--- src/sv/hbg_pkg.sv ---
// Package for the H-bridge direction and PWM guard.
// Holds widths, register indexes, status and fault codes and the shared types.
// Depends on nothing; every other file of the block imports it.
`timescale 1ns / 1ps
`default_nettype none

package hbg_pkg;

    // Timer and duty fraction widths.
    localparam int TIMER_WIDTH    = 16;
    localparam int DUTY_FRAC_BITS = 16;
    localparam int DUTY_W         = DUTY_FRAC_BITS + 1;
    localparam int PROD_W         = DUTY_W + TIMER_WIDTH;
    localparam int CAP_W          = PROD_W - DUTY_FRAC_BITS;
    localparam int DEAD_W         = 16;
    localparam int DIR_W          = 2;
    localparam int PERM_W         = 2;
    localparam int STATUS_W       = 2;
    localparam int FAULT_W        = 3;

    // Configuration port.
    localparam int CFG_ADDR_W = 2;
    localparam int CFG_WIDE_W = (TIMER_WIDTH > DUTY_W) ? TIMER_WIDTH : DUTY_W;
    localparam int CFG_DATA_W = (CFG_WIDE_W > DEAD_W) ? CFG_WIDE_W : DEAD_W;

    typedef enum logic [CFG_ADDR_W-1:0] {
        REG_FULL_SCALE    = 2'd0,
        REG_MAX_DUTY      = 2'd1,
        REG_DEAD_TICKS    = 2'd2,
        REG_RELEASE_LEVEL = 2'd3
    } t_cfg_reg;

    // Stream payload widths, rounded up to whole bytes.
    localparam int S_FIELDS_W = DIR_W + DUTY_W + PERM_W;
    localparam int S_TDATA_W  = ((S_FIELDS_W + 7) / 8) * 8;
    localparam int M_FIELDS_W = STATUS_W + FAULT_W + TIMER_WIDTH + DIR_W + 3 + DEAD_W;
    localparam int M_TDATA_W  = ((M_FIELDS_W + 7) / 8) * 8;

    // Bit positions of the result fields in the master tdata.
    localparam int M_POS_STATUS = 0;
    localparam int M_POS_FAULT  = M_POS_STATUS + STATUS_W;
    localparam int M_POS_CCR    = M_POS_FAULT + FAULT_W;
    localparam int M_POS_DIR    = M_POS_CCR + TIMER_WIDTH;
    localparam int M_POS_A1     = M_POS_DIR + DIR_W;
    localparam int M_POS_A2     = M_POS_A1 + 1;
    localparam int M_POS_STBY   = M_POS_A2 + 1;
    localparam int M_POS_DEAD   = M_POS_STBY + 1;

    // Command codes.
    localparam logic OP_UPDATE = 1'b0;
    localparam logic OP_INIT   = 1'b1;

    // Direction codes (two's complement).
    localparam logic signed [DIR_W-1:0] DIR_NONE = 2'sb00;
    localparam logic signed [DIR_W-1:0] DIR_FWD  = 2'sb01;
    localparam logic signed [DIR_W-1:0] DIR_BAD  = 2'sb10;
    localparam logic signed [DIR_W-1:0] DIR_REV  = 2'sb11;

    // Permission codes.
    localparam logic [PERM_W-1:0] PERM_SAFE  = 2'd0;
    localparam logic [PERM_W-1:0] PERM_ALLOW = 2'd1;

    // Status codes.
    localparam logic [STATUS_W-1:0] ST_SAFE   = 2'd0;
    localparam logic [STATUS_W-1:0] ST_ACTIVE = 2'd1;
    localparam logic [STATUS_W-1:0] ST_ERROR  = 2'd2;

    // Fault codes.
    localparam logic [FAULT_W-1:0] FLT_NONE      = 3'd0;
    localparam logic [FAULT_W-1:0] FLT_CONFIG    = 3'd1;
    localparam logic [FAULT_W-1:0] FLT_NOT_ARMED = 3'd2;
    localparam logic [FAULT_W-1:0] FLT_STATE     = 3'd3;
    localparam logic [FAULT_W-1:0] FLT_PERM      = 3'd4;
    localparam logic [FAULT_W-1:0] FLT_DUTY      = 3'd5;
    localparam logic [FAULT_W-1:0] FLT_DIR       = 3'd6;

    // Duty of 1.0 in the Q1.DUTY_FRAC_BITS format.
    localparam logic [DUTY_W-1:0] DUTY_ONE = DUTY_W'(1) << DUTY_FRAC_BITS;

    // Register values after reset.
    localparam longint RST_FS_VAL = 1000;
    localparam logic [TIMER_WIDTH-1:0] RST_FULL_SCALE    = TIMER_WIDTH'(RST_FS_VAL);
    localparam logic [DUTY_W-1:0]      RST_MAX_DUTY      = DUTY_ONE;
    localparam logic [DEAD_W-1:0]      RST_DEAD_TICKS    = DEAD_W'(1);
    localparam logic                   RST_RELEASE_LEVEL = 1'b0;
    localparam logic [CAP_W-1:0]       RST_CAP =
        CAP_W'((RST_FS_VAL * (longint'(1) << DUTY_FRAC_BITS)) >> DUTY_FRAC_BITS);

    // Configuration registers together with the values derived from them.
    typedef struct packed {
        logic [TIMER_WIDTH-1:0] full_scale;
        logic [DUTY_W-1:0]      max_duty;
        logic [DEAD_W-1:0]      dead_ticks;
        logic                   release_level;
        logic [CAP_W-1:0]       cap;     // floor(max_duty * full_scale) in counts
        logic [PROD_W-1:0]      lim_lo;  // cap scaled up, less half an LSB
        logic                   ok;      // configuration passes its checks
    } t_cfg;

    // One result item.
    typedef struct packed {
        logic [DEAD_W-1:0]             dead_left;
        logic                          standby_n;
        logic                          pin_a2;
        logic                          pin_a1;
        logic signed [DIR_W-1:0]       drive_dir;
        logic [TIMER_WIDTH-1:0]        ccr;
        logic [FAULT_W-1:0]            fault;
        logic [STATUS_W-1:0]           status;
    } t_result;

endpackage

`default_nettype wire

--- src/sv/hbg_cfg.sv ---
// Configuration register bank of the H-bridge guard.
// Holds the four registers and derives the duty cap, its rounding limit and
// the validity flag. Depends on hbg_pkg.
`timescale 1ns / 1ps
`default_nettype none

module hbg_cfg
    import hbg_pkg::*;
(
    input  wire logic                  i_clk,
    input  wire logic                  i_rst_n,
    input  wire logic                  i_cfg_we,
    input  wire logic [CFG_ADDR_W-1:0] i_cfg_addr,
    input  wire logic [CFG_DATA_W-1:0] i_cfg_data,
    output t_cfg                       o_cfg
);

    logic [TIMER_WIDTH-1:0] r_full_scale, n_full_scale;
    logic [DUTY_W-1:0]      r_max_duty, n_max_duty;
    logic [DEAD_W-1:0]      r_dead_ticks, n_dead_ticks;
    logic                   r_release_level, n_release_level;
    logic [CAP_W-1:0]       r_cap;
    logic [PROD_W-1:0]      n_prod;

    always_comb begin
        n_full_scale    = r_full_scale;
        n_max_duty      = r_max_duty;
        n_dead_ticks    = r_dead_ticks;
        n_release_level = r_release_level;
        if (i_cfg_we) begin
            case (t_cfg_reg'(i_cfg_addr))
                REG_FULL_SCALE:    n_full_scale    = i_cfg_data[TIMER_WIDTH-1:0];
                REG_MAX_DUTY:      n_max_duty      = i_cfg_data[DUTY_W-1:0];
                REG_DEAD_TICKS:    n_dead_ticks    = i_cfg_data[DEAD_W-1:0];
                REG_RELEASE_LEVEL: n_release_level = i_cfg_data[0];
                default: ;
            endcase
        end
    end

    // The cap follows the registers written in the same cycle, so it is
    // always consistent with them.
    assign n_prod = PROD_W'(n_max_duty) * PROD_W'(n_full_scale);

    always_ff @(posedge i_clk) begin
        if (!i_rst_n) begin
            r_full_scale    <= RST_FULL_SCALE;
            r_max_duty      <= RST_MAX_DUTY;
            r_dead_ticks    <= RST_DEAD_TICKS;
            r_release_level <= RST_RELEASE_LEVEL;
            r_cap           <= RST_CAP;
        end else begin
            r_full_scale    <= n_full_scale;
            r_max_duty      <= n_max_duty;
            r_dead_ticks    <= n_dead_ticks;
            r_release_level <= n_release_level;
            r_cap           <= n_prod[PROD_W-1:DUTY_FRAC_BITS];
        end
    end

    always_comb begin
        o_cfg.full_scale    = r_full_scale;
        o_cfg.max_duty      = r_max_duty;
        o_cfg.dead_ticks    = r_dead_ticks;
        o_cfg.release_level = r_release_level;
        o_cfg.cap           = r_cap;
        // cap * 2^F - 2^(F-1) is cap-1 followed by a one and F-1 zeros.
        o_cfg.lim_lo = (r_cap == '0) ? '0 :
                       {r_cap - CAP_W'(1), 1'b1, {(DUTY_FRAC_BITS-1){1'b0}}};
        o_cfg.ok = (r_full_scale != '0) && (r_max_duty != '0) &&
                   (r_max_duty <= DUTY_ONE) && (r_cap != '0) &&
                   (r_dead_ticks != '0);
    end

endmodule

`default_nettype wire

--- src/sv/h_bridge_direction_pwm_guard_core.sv ---
// Top level of the H-bridge direction and PWM guard.
// Instantiates hbg_cfg for the register bank and holds the guard state, the
// input register and the result register. Depends on hbg_pkg and hbg_cfg.
`timescale 1ns / 1ps
`default_nettype none

// Each transfer on the slave stream is one control tick: an initialise
// command (tuser high) that checks the configuration and arms the guard, or an
// update command carrying a requested direction, a Q1.16 duty and a
// permission. Every tick produces exactly one result transfer on the master
// stream with the bridge pin levels, the standby enable, the PWM compare value
// and the number of safe ticks still needed before a held-off reversal may be
// driven. The block takes one tick per clock cycle while the master stream
// does not stall: a tick is registered at the transfer, evaluated against
// the guard state once the result register is free or being emptied, and
// written to the result register, from which its result is offered on the
// master stream. The rate is set by the update of the guard state and by
// the single duty times full-scale multiplier that
// feeds the rounding compare. The result register decouples the two sides:
// while a result waits, one more tick is still taken into the input
// register. Configuration is written through a plain write port (register 0
// full scale, 1 maximum duty, 2 dead ticks, 3 release level) and must only be
// written while no tick is in flight. There is no clearing pass after reset.

module h_bridge_direction_pwm_guard_core
    import hbg_pkg::*;
(
    input  wire logic                  i_clk,
    input  wire logic                  i_rst_n,
    // Configuration write port.
    input  wire logic                  i_cfg_we,
    input  wire logic [CFG_ADDR_W-1:0] i_cfg_addr,
    input  wire logic [CFG_DATA_W-1:0] i_cfg_data,
    // Slave stream: control ticks.
    input  wire logic                  s_axis_tvalid,
    output logic                       s_axis_tready,
    // tdata, lowest bit up: direction[1:0], duty[18:2], permission[20:19]
    input  wire logic [S_TDATA_W-1:0]  s_axis_tdata,
    // tuser: opcode[0]
    input  wire logic                  s_axis_tuser,
    // Master stream: results.
    output logic                       m_axis_tvalid,
    input  wire logic                  m_axis_tready,
    // tdata, lowest bit up: status[1:0], fault[4:2], ccr[20:5],
    // drive_direction[22:21], pin_a1[23], pin_a2[24], standby_n[25],
    // dead_left[41:26]
    output logic [M_TDATA_W-1:0]       m_axis_tdata
);

    t_cfg cfg;

    hbg_cfg u_cfg (
        .i_clk      (i_clk),
        .i_rst_n    (i_rst_n),
        .i_cfg_we   (i_cfg_we),
        .i_cfg_addr (i_cfg_addr),
        .i_cfg_data (i_cfg_data),
        .o_cfg      (cfg)
    );

    // Rounding offset of half an LSB of the compare value.
    localparam logic [PROD_W:0] RND_HALF = (PROD_W+1)'(1) << (DUTY_FRAC_BITS-1);

    // Input register.
    logic                    r_in_valid;
    logic                    r_in_opcode;
    logic signed [DIR_W-1:0] r_in_dir;
    logic [DUTY_W-1:0]       r_in_duty;
    logic [PERM_W-1:0]       r_in_perm;

    // Guard state.
    logic                    r_armed, n_armed;
    logic signed [DIR_W-1:0] r_last_dir, n_last_dir;
    logic signed [DIR_W-1:0] r_pend_dir, n_pend_dir;
    logic [DEAD_W-1:0]       r_safe_cnt, n_safe_cnt;
    logic [DEAD_W-1:0]       r_dead_rem, n_dead_rem;

    // Result register.
    logic    r_out_valid;
    t_result r_out;
    t_result n_out;

    logic advance;

    // The tick in the input register moves on whenever the result register
    // is free or is being emptied in this cycle.
    assign advance       = r_in_valid && (!r_out_valid || m_axis_tready);
    assign s_axis_tready = !r_in_valid || advance;

    // Compare value: rounded duty * full_scale, capped, at least one.
    logic [PROD_W-1:0]      prod;
    logic [PROD_W:0]        rnd;
    logic [CAP_W:0]         rnd_q;
    logic [TIMER_WIDTH-1:0] ccr_val;

    assign prod  = PROD_W'(r_in_duty) * PROD_W'(cfg.full_scale);
    assign rnd   = (PROD_W+1)'(prod) + RND_HALF;
    assign rnd_q = rnd[PROD_W:DUTY_FRAC_BITS];

    always_comb begin
        if (prod >= cfg.lim_lo) begin
            ccr_val = cfg.cap[TIMER_WIDTH-1:0];
        end else if (rnd_q == '0) begin
            ccr_val = TIMER_WIDTH'(1);
        end else begin
            ccr_val = rnd_q[TIMER_WIDTH-1:0];
        end
    end

    // Consistency of the guard state with the present dead_ticks setting.
    logic state_ok;

    always_comb begin
        if ((r_last_dir == DIR_BAD) || (r_pend_dir == DIR_BAD) ||
            (r_dead_rem > cfg.dead_ticks) || (r_safe_cnt > cfg.dead_ticks)) begin
            state_ok = 1'b0;
        end else if (r_last_dir == DIR_NONE) begin
            state_ok = (r_pend_dir == DIR_NONE) && (r_dead_rem == '0) &&
                       (r_safe_cnt == '0);
        end else if (r_pend_dir == DIR_NONE) begin
            state_ok = (r_dead_rem == '0);
        end else begin
            state_ok = (r_pend_dir == -r_last_dir) && (r_safe_cnt != '0) &&
                       (r_dead_rem == cfg.dead_ticks - r_safe_cnt);
        end
    end

    // Evaluation of one tick.
    always_comb begin
        logic [FAULT_W-1:0]      fault_code;
        logic                    do_count;
        logic signed [DIR_W-1:0] cnt_pend;

        n_armed    = r_armed;
        n_last_dir = r_last_dir;
        n_pend_dir = r_pend_dir;
        n_safe_cnt = r_safe_cnt;
        n_dead_rem = r_dead_rem;
        n_out      = '0;
        fault_code = FLT_NONE;
        do_count   = 1'b0;
        cnt_pend   = r_pend_dir;

        if (r_in_opcode == OP_INIT) begin
            n_last_dir = DIR_NONE;
            n_pend_dir = DIR_NONE;
            n_safe_cnt = '0;
            n_dead_rem = '0;
            if (cfg.ok) begin
                n_armed      = 1'b1;
                n_out.status = ST_SAFE;
            end else begin
                n_armed      = 1'b0;
                n_out.status = ST_ERROR;
                n_out.fault  = FLT_CONFIG;
            end
        end else begin
            // Faults are checked in priority order.
            if (!r_armed) begin
                fault_code = FLT_NOT_ARMED;
            end else if (!cfg.ok) begin
                fault_code = FLT_CONFIG;
            end else if (!state_ok) begin
                fault_code = FLT_STATE;
            end else if (r_in_perm > PERM_ALLOW) begin
                fault_code = FLT_PERM;
            end else if (r_in_duty > cfg.max_duty) begin
                fault_code = FLT_DUTY;
            end else if ((r_in_dir == DIR_BAD) ||
                         ((r_in_perm == PERM_ALLOW) && (r_in_dir == DIR_NONE))) begin
                fault_code = FLT_DIR;
            end

            if (fault_code != FLT_NONE) begin
                // Any fault disarms the guard and drops all state.
                n_armed      = 1'b0;
                n_last_dir   = DIR_NONE;
                n_pend_dir   = DIR_NONE;
                n_safe_cnt   = '0;
                n_dead_rem   = '0;
                n_out.status = ST_ERROR;
                n_out.fault  = fault_code;
            end else if ((r_in_perm == PERM_SAFE) || (r_in_duty == '0)) begin
                do_count = 1'b1;
            end else if ((r_last_dir != DIR_NONE) && (r_in_dir != r_last_dir) &&
                         (r_safe_cnt < cfg.dead_ticks)) begin
                // Reversal requested too early: hold it off.
                cnt_pend   = r_in_dir;
                n_pend_dir = r_in_dir;
                do_count   = 1'b1;
            end else begin
                n_last_dir      = r_in_dir;
                n_pend_dir      = DIR_NONE;
                n_safe_cnt      = '0;
                n_dead_rem      = '0;
                n_out.status    = ST_ACTIVE;
                n_out.ccr       = ccr_val;
                n_out.drive_dir = r_in_dir;
                n_out.pin_a1    = (r_in_dir == DIR_FWD) ? cfg.release_level
                                                        : !cfg.release_level;
                n_out.pin_a2    = (r_in_dir == DIR_FWD) ? !cfg.release_level
                                                        : cfg.release_level;
                n_out.standby_n = 1'b1;
            end

            if (do_count) begin
                // The safe tick count saturates at dead_ticks.
                if ((r_last_dir != DIR_NONE) && (r_safe_cnt < cfg.dead_ticks)) begin
                    n_safe_cnt = r_safe_cnt + DEAD_W'(1);
                end
                n_dead_rem      = (cnt_pend != DIR_NONE) ? cfg.dead_ticks - n_safe_cnt
                                                         : '0;
                n_out.status    = ST_SAFE;
                n_out.dead_left = n_dead_rem;
            end
        end
    end

    always_ff @(posedge i_clk) begin
        if (!i_rst_n) begin
            r_in_valid  <= 1'b0;
            r_out_valid <= 1'b0;
            r_armed     <= 1'b0;
            r_last_dir  <= DIR_NONE;
            r_pend_dir  <= DIR_NONE;
            r_safe_cnt  <= '0;
            r_dead_rem  <= '0;
        end else begin
            if (s_axis_tready) begin
                r_in_valid <= s_axis_tvalid;
            end
            if (advance) begin
                r_out_valid <= 1'b1;
                r_armed     <= n_armed;
                r_last_dir  <= n_last_dir;
                r_pend_dir  <= n_pend_dir;
                r_safe_cnt  <= n_safe_cnt;
                r_dead_rem  <= n_dead_rem;
            end else if (m_axis_tready) begin
                r_out_valid <= 1'b0;
            end
        end
    end

    // Payload registers carry no reset.
    always_ff @(posedge i_clk) begin
        if (s_axis_tready && s_axis_tvalid) begin
            r_in_opcode <= s_axis_tuser;
            r_in_dir    <= s_axis_tdata[DIR_W-1:0];
            r_in_duty   <= s_axis_tdata[DIR_W +: DUTY_W];
            r_in_perm   <= s_axis_tdata[DIR_W+DUTY_W +: PERM_W];
        end
        if (advance) begin
            r_out <= n_out;
        end
    end

    assign m_axis_tvalid = r_out_valid;
    assign m_axis_tdata  = M_TDATA_W'({r_out.dead_left, r_out.standby_n, r_out.pin_a2,
                                       r_out.pin_a1, r_out.drive_dir, r_out.ccr,
                                       r_out.fault, r_out.status});

endmodule

`default_nettype wire

--- config.mk ---
export PLATFORM = sky130hd
export DESIGN_NAME = h_bridge_direction_pwm_guard_core
export DESIGN_NICKNAME = d
export VERILOG_FILES = /design/src/sv/hbg_pkg.sv /design/src/sv/hbg_cfg.sv /design/src/sv/h_bridge_direction_pwm_guard_core.sv
export SDC_FILE = /design/constraint.sdc
export NUM_CORES = 2
export LEC_CHECK = 0
export BUFFER_PORTS_ARGS = -buffer_cell sky130_fd_sc_hd__buf_2
export CORE_UTILIZATION = 50
export DETAILED_ROUTE_END_ITERATION = 8
export PLACE_DENSITY = 0.65
export SLEW_MARGIN = 5
export SYNTH_ARGS = -nofsm -noshare
export SYNTH_HDL_FRONTEND = slang
export SYNTH_SLANG_ARGS = --single-unit
--- constraint.sdc ---
create_clock -name i_clk -period 22.3 [get_ports i_clk]
set_clock_uncertainty 0.1 [all_clocks]
set_input_delay 4.46 -clock i_clk [delete_from_list [all_inputs] [get_ports i_clk]]
set_output_delay 4.46 -clock i_clk [all_outputs]
set_load 0.01 [all_outputs]
### After elaboration in Yosys (flattened, before gate mapping)

Index checks and enable logic that the tools add are counted.

* flip-flop bits (word level): 170
* bits in latches: 0
* bits in writable memories: 0
* bits in read-only memories: 0
* input port bits: 49
* output and inout bits: 50
* word-level logic and storage cells: 171
* memories: 0

* $add $sub $neg: 6
* multipliers: 2
* divide/modulo/power cells: 0
* order comparisons: 7
* equal/unequal tests: 15
* shift operators: 0
* mux-type cells: 63
* bitwise operators: 1
* reduce and logical (&&, ||, !) cells: 53

Operators by type and width (count)
* two-way mux 16 bit: 18
* multiplier 17 x 16 -> 33 bit: 2
* nonzero test 16 bit: 3
* adder 33 x 16 -> 34 bit, second input constant: 1
* logical NOT 17 bit: 2
* two-way mux 17 bit: 2
* nonzero test 17 bit: 2
* greater-or-equal comparator 33 bit: 1
* two-way mux 33 bit: 1
* > comparator 16 bit: 2
* logical NOT 16 bit: 2
* subtractor 16 bit: 2
* two-way mux 2 bit: 15
* two-way mux 3 bit: 8
* two-way mux 21 bit: 1
* logical NOT 18 bit: 1
* > comparator 17 bit: 1
* <= comparator 17 bit, second input constant: 1
* two-way mux 1 bit: 17
* subtractor 17 x 1 -> 17 bit, second input constant: 1
* adder 16 x 1 -> 16 bit, second input constant: 1
* == test 16 bit: 1
* < comparator 16 bit: 1
* logical AND 1 bit: 14
* other kinds (20): 47

### Logic depth before layout (Yosys ltp)

* depth after elaboration: 20
* mapped depth: 36
* gate-level depth less buffers: 33

### By module

Synthesis repeated with hierarchy kept, for this count alone.

* cells, all modules: 3512
* area total of the unflattened synthesis: 29806.1 sq um

Modules (own cells, without submodules)
* h_bridge_direction_pwm_guard_core: times used 1, cells each 2120, area an instance 17954.7 sq um, sequential area each 2702.6 sq um
* hbg_cfg: times used 1, cells each 1392, area an instance 11851.4 sq um, sequential area each 1341.3 sq um

### Worst setup path before layout

OpenSTA, ideal clock, no wires.

* kind: input-to-reg
* start: input port i_cfg_we
* end: register u_cfg.r_cap[13]
* library setup time: 0.132 ns
* data arrival time: 11.616 ns
* data required time: 22.068 ns
* setup slack: 10.452 ns
* stages on the path: 28
* path buffers: 2
* cells stage by stage: nor2b_1 -> nor2b_1 -> buf_1 -> clkbuf_1 -> mux2_2 -> nand2_1 -> fa_1 -> inv_1 -> fa_1 -> inv_1 -> fa_1 -> fa_1 -> inv_1 -> fa_1 -> inv_1 -> fa_1 -> inv_1 -> ha_1 -> a21o_1 -> a221oi_1 -> o31ai_1 -> a221o_1 -> a31o_2 -> a211oi_1 -> o21bai_1 -> a21o_1 -> a211oi_1 -> nor3_1

* word-level cells in the longest chain between the ends: 2
* elaborated cells on any way between the ends: 3
* classes of those cells: mul (1); mux (2)

Ends and longest elaborated chain
* start: declaration: line h_bridge_direction_pwm_guard_core.sv:31 `input wire logic i_cfg_we,`
* two-way mux 17 bit / two-way mux 16 bit (equally long branches): line hbg_cfg.sv:30 `if (i_cfg_we) begin`
* multiplier 17 x 16 -> 33 bit (*): line hbg_cfg.sv:43 `assign n_prod = PROD_W'(n_max_duty) * PROD_W'(n_full_scale);`
* end signal: assignment: line hbg_cfg.sv:57 `r_cap <= n_prod[PROD_W-1:DUTY_FRAC_BITS];`
* end: declaration: line hbg_cfg.sv:22 `logic [CAP_W-1:0] r_cap;`

Every way passes the cells marked *; elsewhere a longest branch is shown, timed or not.
A chain may end at the register's enable or synchronous reset.

### Worst setup path in the final report

Same ends and word-level chain as after synthesis.

==> impl_metrics.toml <==
[global_route]
grt_pass1_wl_mm = 134
grt_use_total_pct = 30.3
grt_pass1_vias = 24177
grt_overflow = 0
grt_max_degree = 73
antenna_found_initial = 6

[floorplan]
core-area_um2 = 56400
die_area_um2 = 58100
die_h_um = 241
ios = 99
start_util_pct = 50.7
rows = 87
die_x_um = 241

[routing]
vias_per_cell = 5.73
routedWlPerCell_um = 20.8
routed_wl_mm = 85.0
num_vias = 23430
drtPass1Iterations = 7
drc = 0
ant_nets = 0
drt-initial-drc-count = 1885

[pwr]
leakage_nw = 14.3
p_seq_share_pct = 11.4
combPwrFrac_pct = 79.3
p_sw_share_pct = 54.2
p_clk_share_pct = 9.4
ir_worst_vdd_uv = 148
power.total_mw = 3.33
cellPowerDensity_nw_per_um2 = 110
p_sw_mw = 1.80
p_int_mw = 1.52

[sta]
hold_ws_ps = 382
max_slew_margin_pct = 24.3
fmax_ghz = 0.0812
worst_pin_slew_ps = 1100
finalSetupViolCount = 0
fin_crit_sh_pct = 55.2
slew_viol_final = 0
finalHoldViolCount = 0
rsz0062_at_grt = "false"
finalSetupTns_ps = 0
fin_crit_ps = 12310

[logic_synthesis]
synthFlopType = "dfxtp_1"
yosysMostFrequentCell = "inv_1"
synth.top_cell.area_share_pct = 29.2
ys_seq_area_share_pct = 14.2
syn-cell-area_um2 = 28600
yosysUniqueCellTypes = 88
yosys-top-cells-count = "inv_1 (564), nand2_1 (479), fa_1 (417), ha_1 (295), nor2_1 (237)"
syn-instance-count = 3308
synth-seq-cells = 170
synth.avg_cell_area_um2 = 8.64
synth_edf_count = 64
yosys_warnings = 0
synth.largest_area_cell = "fa_1"
synthTopCellsByArea = "fa_1 (29%), ha_1 (13%), dfxtp_1 (7.4%)"
synth-async-reset-ratio_pct = 0

[clock_tree]
path_clk_slew_ps = 70
clk_latency_ps = 460
cts_hold_buffers = 0
cts_made_buffers = 17
ctsRootBufferMaster = "clkbuf_16"
cts_setup_buffers = 0
cts_sinks = 170
ctsLongestPathBuffers = 2
cts_resized = 0
htree_num_levels = 4
cts_tree = "built"

[final_layout]
syn_to_final_growth_pct = 5.92
nets = 4080
drive_gt1_share_pct = 6.54

[worst_setup_path]
crit_type = "in2reg"
critical_path.most_common_cell = "fa_1"
cp_slowest_cell = "nor2b_2"
cp-end-kind = "register"
max_stage_delay_ps = 570
critPathArrivalTime_ps = 12520
critPathRequiredTime_ps = 22520
start_kind = "primary input"
cp_max_fo = 19

[placed_design]
port_buffers = 89
gp_congestion = 0.998
dp_hpwl_mm = 68.4

[status]
status = "finished, final reports clean"

[hold_path]
min_path_type = "reg2reg"

[job]
maxCapViolCount = 0
-- stage by stage --
step / util (%) / area (um2) / cells / setup slack [ps]
after floorplan: - / 28600 / 3313 / 10450
after global placement: 52.6 / 29700 / 4056 / 9590
after detailed placement: 52.6 / 29700 / 4056 / 9550
after CTS: 53.7 / 30300 / 4088 / 10020
after global routing: 53.7 / 30300 / 4089 / 9520
final: 53.7 / 30300 / 4090 / 9990
-- power by group through the flow --
stage	combinational [mW]	clock [mW]	sequential (mW)
2_1_floorplan	1.99	0	0.363
3_3_place_gp	2.55	0	0.383
3_5_place_dp	2.62	0	0.384
4_1_cts	2.63	0.314	0.377
5_1_grt	2.98	0.327	0.380
6_report	2.64	0.311	0.378
-- state kept, by name, summed over array words and instances, names as in the netlist --
signal                 count
m_axis_tvalid              1
r_last_dir                 2
r_pend_dir                 2
r_in_opcode                1
r_in_dir                   2
r_in_valid                 1
u_cfg.r_release_level      1
r_dead_rem                16
u_cfg.r_dead_ticks        16
r_safe_cnt                16
u_cfg.r_full_scale        16
r_in_duty                 17
u_cfg.r_cap               17
u_cfg.r_max_duty          17
r_armed                    1
r_in_perm                  2
m_axis_tdata              42
-- final cells by class --
cell class | count | area, um2
flip-flops and latches | 170 | 4040
inverters | 566 | 2120
diodes | 2 | 5.00
multi-input cells | 2448 | 21900
clock inverters | 10 | 105
fillers | 5329 | 26100
repair buffers | 116 | 648
well taps | 756 | 946
clock buffers | 22 | 487
-- worst paths after layout --
kind / end / slack (ps) / cells after the start / start
setup / recovery: u_cfg.r_cap[13]$_SDFF_PN0_ / 9990 / 29 / i_cfg_we
hold / removal: r_safe_cnt[7]$_SDFFE_PN0P_ / 380 / 2 / r_safe_cnt[7]$_SDFFE_PN0P_
hold reg to reg: r_safe_cnt[7]$_SDFFE_PN0P_ / 380 / 2 / r_safe_cnt[7]$_SDFFE_PN0P_
setup reg to reg: m_axis_tdata[5]$_SDFFCE_PP0P_ / 12420 / 31 / r_in_duty[7]$_DFFE_PP_
-- per-layer routing --
metal / vias to the layer above / wire length, um / global-route usage (%)
li1: 10675 / - / -
met1: 11703 / 36300 / 40.9
met2: 902 / 38700 / 48.4
met3: 146 / 7650 / 7.10
met4: 4 / 2270 / 9.07
met5: - / 23 / 0
-- kinds of logic (layout without fill, tap and decap cells) --
group / count (synthesis) / in the layout / share of synthesized area, %
multiplexers: 72 / 72 / 2.66
AND/OR/NAND/NOR: 1164 / 1164 / 19.2
flip-flops: 170 / 170 / 14.2
buffers and inverters: 695 / 714 / 9.28
AO/OA/AOI/OAI: 391 / 391 / 9.37
adder cells (fa/ha/maj): 712 / 712 / 42.1
other: 1 / 8 / 0.0131
XOR/XNOR: 103 / 103 / 3.16
-- placed cells by master, fill, tap and decap left out, types with 44 or more instances in the layout --
cell type  Yosys  routed
a21oi_1       94      94
xnor2_1       65      65
nor4_1        44      44
o21ai_0       57      57
a21o_1        48      48
ha_1         295     295
and2_1       146     146
inv_1        564     564
dfxtp_1      106     106
buf_2          7      89
fa_1         417     417
nand2_1      479     479
edfxtp_1      64      64
nor2_1       237     237
-- critical path, delay by kind of cell --
kind	cells	cell delay [ps]
adders and majority gates	7	3310
AOI/OAI and AO/OA	8	2110
buffers and inverters	7	850
muxes	1	470
and+or+nand+nor	6	1310
No activity file was read; power rests on OpenSTA's default activity.
